File: config.mk
export PLATFORM = sky130hd
export DESIGN_NAME = rpe_front
export DESIGN_NICKNAME = d
export VERILOG_FILES = /design/src/rtl/rpe_pkg.sv /design/src/rtl/rpe_front.sv
export SDC_FILE = /design/constraint.sdc
export NUM_CORES = 1
export LEC_CHECK = 0
export BUFFER_PORTS_ARGS = -buffer_cell sky130_fd_sc_hd__buf_4
export CORE_ASPECT_RATIO = 1.2
export CORE_MARGIN = 5
export CORE_UTILIZATION = 47
export CTS_CLUSTER_DIAMETER = 30
export DETAILED_ROUTE_END_ITERATION = 7
export GPL_ROUTABILITY_DRIVEN = 1
export PLACE_DENSITY = 0.73
export SLEW_MARGIN = 20
export SYNTH_ARGS = -nofsm -noshare
export SYNTH_HDL_FRONTEND = slang
export SYNTH_SLANG_ARGS = --single-unit
File: constraint.sdc
create_clock -name clk -period 3.62 [get_ports clk]
set_input_delay 0.724 -clock clk [delete_from_list [all_inputs] [get_ports clk]]
set_output_delay 0.724 -clock clk [all_outputs]
set_load 0.1 [all_outputs]
File: src/rtl/rpe_pkg.sv
// ----------------------------------------------------------------------------
// rpe_pkg
// Shared constants and types of the reservoir percentile estimator.
// ----------------------------------------------------------------------------
package rpe_pkg;

  localparam int unsigned MaxEntries = 256;
  localparam int unsigned IdxW       = $clog2(MaxEntries);
  localparam int unsigned CntW       = $clog2(MaxEntries + 1);

  localparam logic [31:0] DefaultSeed = 32'd2463534242;

  localparam logic [1:0] REQ_ADD   = 2'd0;
  localparam logic [1:0] REQ_QUERY = 2'd1;
  localparam logic [1:0] REQ_CLEAR = 2'd2;
  localparam logic [1:0] REQ_NONE  = 2'd3;

  localparam logic CFG_SIZE = 1'b0;
  localparam logic CFG_SEED = 1'b1;

  // Queued command between front and back.
  typedef struct packed {
    logic [1:0]  req;
    logic [31:0] value;
    logic [16:0] frac;
  } cmd_t;

  // Advance the xorshift32 state one step.
  function automatic logic [31:0] xorshift(input logic [31:0] s);
    logic [31:0] x;
    x = s;
    x = x ^ (x << 13);
    x = x ^ (x >> 17);
    x = x ^ (x << 5);
    return x;
  endfunction

endpackage

File: src/rtl/rpe_front.sv
// ----------------------------------------------------------------------------
// rpe_front
// Accept items, drop unknown requests, and hold them in a two-entry queue.
// ----------------------------------------------------------------------------
module rpe_front (
  input  logic          clk,
  input  logic          rst,
  input  logic          in_valid,
  output logic          in_stall,
  input  logic [1:0]    req_type,
  input  logic [31:0]   sample_value,
  input  logic [16:0]   fraction_q16,
  output logic          q_valid,
  input  logic          q_pop,
  output rpe_pkg::cmd_t q_cmd
);

  rpe_pkg::cmd_t slot [2];
  logic          rd_ptr;
  logic          wr_ptr;
  logic [1:0]    count;
  logic          push;
  logic          keep;

  assign in_stall = (count == 2'd2);
  assign keep     = (req_type != rpe_pkg::REQ_NONE);
  assign push     = in_valid && !in_stall && keep;
  assign q_valid  = (count != 2'd0);
  assign q_cmd    = slot[rd_ptr];

  // Store accepted items
  always_ff @(posedge clk) begin
    if (push) begin
      slot[wr_ptr] <= '{req: req_type, value: sample_value, frac: fraction_q16};
    end
  end

  // Advance pointers and count
  always_ff @(posedge clk) begin
    if (rst) begin
      rd_ptr <= 1'b0;
      wr_ptr <= 1'b0;
      count  <= 2'd0;
    end else begin
      if (push) wr_ptr <= ~wr_ptr;
      if (q_pop && q_valid) rd_ptr <= ~rd_ptr;
      count <= count + {1'b0, push} - {1'b0, q_pop && q_valid};
    end
  end

  a_no_overflow: assert property (@(posedge clk) disable iff (rst)
    count == 2'd2 |-> !push) else $error("queue overflow");
  a_count_range: assert property (@(posedge clk) disable iff (rst)
    count != 2'd3) else $error("queue count out of range");
  a_pop_valid: assert property (@(posedge clk) disable iff (rst)
    q_pop |-> q_valid) else $error("pop from empty queue");

endmodule

==> metrics.cfg <==
[sta]
finClkSkew_ns=0.0126
setup_viol=0
hold_violations=0
setup_tns_ns=0
post-route-period-util_pct=75.1
slew_headroom_pct=51.4
tightest_slew_ns=0.727
final.min_clock_period_ns=2.72
finalMaxSlewViolations=0
fmax_mhz=368
rsz0062_at_grt=false

[grt]
grt_pass1_vias=2158
antenna_found_initial=0
grt_start_max_net_pins=31
grt_pass1_wl_um=10600
grt_usage_pct=13.6
overflow=0

[yosys]
synth-simple-area-share_pct=2.24
synth_seq_area_share_pct=79.9
synthArstFlopShare_pct=0
synthAdderAreaFrac_pct=0.632
avgSynthCellArea_sq_um=21.3
netlist_area_sq_um=3960
synth_cells=186
synth_cell_types=19
ys_warn_count=0
synth_top_family_by_area=multiplexers
yosys.area.top_type=edfxtp_1
syn_nets=243
synth_mux_area_share_pct=14.9
synth-main-ff-cell=edfxtp_1
yosys.area.top_type_share_pct=77.3
yosysMostFrequentCell=edfxtp_1
synthTopCellsByArea=edfxtp_1 77%, mux2_2 15%, dfxtp_1 2.5%
synth_seq_cells=107
synth_xor_area_share_pct=0.442
synth_common_cells=102 x edfxtp_1, 51 x mux2_2, 7 x nor2_1
synth-compound-area-share_pct=0.190
synth_edf_count=102

[setup_path]
required_ns=2.90
crit_arrival_ns=1.99
endpoint_kind=output port
r2r_start=count[0]$_SDFF_PP0_
cp_max_fo=23
start_kind=flip-flop
path_class=flip-flop to output port

[clock_tree]
clk_latency_ns=0.35
ctsHtreeMaxLevel=3
clock-sinks=107
clock_path_buffers=2
post_cts_resized=0
cts_tree=done
cts_setup_buffers=0
clkTransAtPathRegs_ns=0.09
root_buffer=clkbuf_8
holdBufCountCts=0
cts_buffers=9

[routing]
dr.pass1.iters=4
drc_errors=0
wl_per_cell_um=16.8
wl_um=7070
ant_nets=0
routed-via-count=1982
drt_iter0_markers=84
viasPerCell=4.71

[floorplan]
die_w_um=93.8
row_count=36
die_area_sq_um=10400
die_h_um=111
core-area_sq_um=8200
ios=108
floorplan.initialDensity_pct=48.3

[hold_path]
min-delay-start=rd_ptr$_SDFFE_PP0P_
min-delay-path-class=flip-flop to flip-flop

[job]
cap_viol_max_count=0

[status]
status=finished, final reports clean

[place]
gp_congestion=0.699
hpwl_um=5000
port_buffers=107

[layout]
diodes=0
fin_nets=359
final_layout_size_suffix_gt1_share_pct=59.6
area_growth_syn_to_layout_pct=29.4

## kinds of logic (layout without fill, tap and decap cells)
family,Yosys count,after routing
adders and majority gates,2,2
and+or+nand+nor,14,14
buffers and inverters,8,129
xor gates and xnor gates,2,2
DFF,107,107
muxes,52,52
AOI/OAI and AO/OA,1,1
## metal layers
metal,part of all wire [%],wire length (um),global-route usage (%)
met5,0,0,0
met1,36,2520,13.3
met4,1.7,120,6.07
met2,56,3970,25.4
met3,6.5,459,4.01
## through the flow
stage          cell area, sq um  cells  util, %  hold WS, ns  setup WS (ns)
6_report                   5130    421     62.5        0.518          0.902
3_3_place_gp               4920    405     60.0        0.500           1.26
3_5_place_dp               4920    405     60.0        0.504           1.24
5_1_grt                    5130    421     62.5        0.532          0.788
4_1_cts                    5130    421     62.5        0.527          0.845
2_1_floorplan              3960    186        -        0.481         0.0956
## state kept, by name (all words and copies together) (netlist names), named ones only
signal,cells
wr_ptr,1
slot,102
count,2
rd_ptr,1
## final timing paths
check	slack, ns	to	cells past startpoint
max	0.90	q_cmd[45]	3
min	0.52	rd_ptr$_SDFFE_PP0P_	2
max reg2reg	1.73	slot[0][0]$_DFFE_PP_	4
min reg2reg	0.52	rd_ptr$_SDFFE_PP0P_	2
## layout by cell type (no fill, tap or decap)
| cell | count |
|---|---|
| buf_4 | 109 |
| edfxtp_1 | 102 |
| mux2_2 | 51 |
| clkbuf_8 | 9 |
| nor2_1 | 5 |
| dfxtp_1 | 4 |
| clkbuf_1 | 3 |
| inv_1 | 2 |
| nor2_4 | 2 |
| ha_1 | 2 |
| bufinv_16 | 2 |
| clkinvlp_4 | 2 |
| buf_12 | 2 |
| nor2b_4 | 1 |
| nand2_1 | 1 |
| nand3b_4 | 1 |
| o21a_1 | 1 |
| or2_2 | 1 |
| nor2b_1 | 1 |
| xnor2_1 | 1 |
| mux2_4 | 1 |
| xor2_1 | 1 |
| and2_2 | 1 |
| nor3_1 | 1 |
| dfxtp_2 | 1 |
## critical path: stages (launching register included)
cell and delay [ns]:
dfxtp_2 0.70, buf_4 0.35, mux2_2 0.37, buf_4 0.23
## area by class of cell
| type | count | area (sq um) |
|---|---|---|
| flip-flops and latches | 107 | 3160 |
| clock inverters | 4 | 75.1 |
| repair buffers | 111 | 858 |
| multi-input cells | 71 | 743 |
| well taps | 114 | 143 |
| clock buffers | 12 | 135 |
| inverters | 2 | 7.51 |
| fillers | 620 | 3070 |
Power is not shown: default switching activity piles up to over one toggle a cycle in this logic, so the estimate is an artifact.
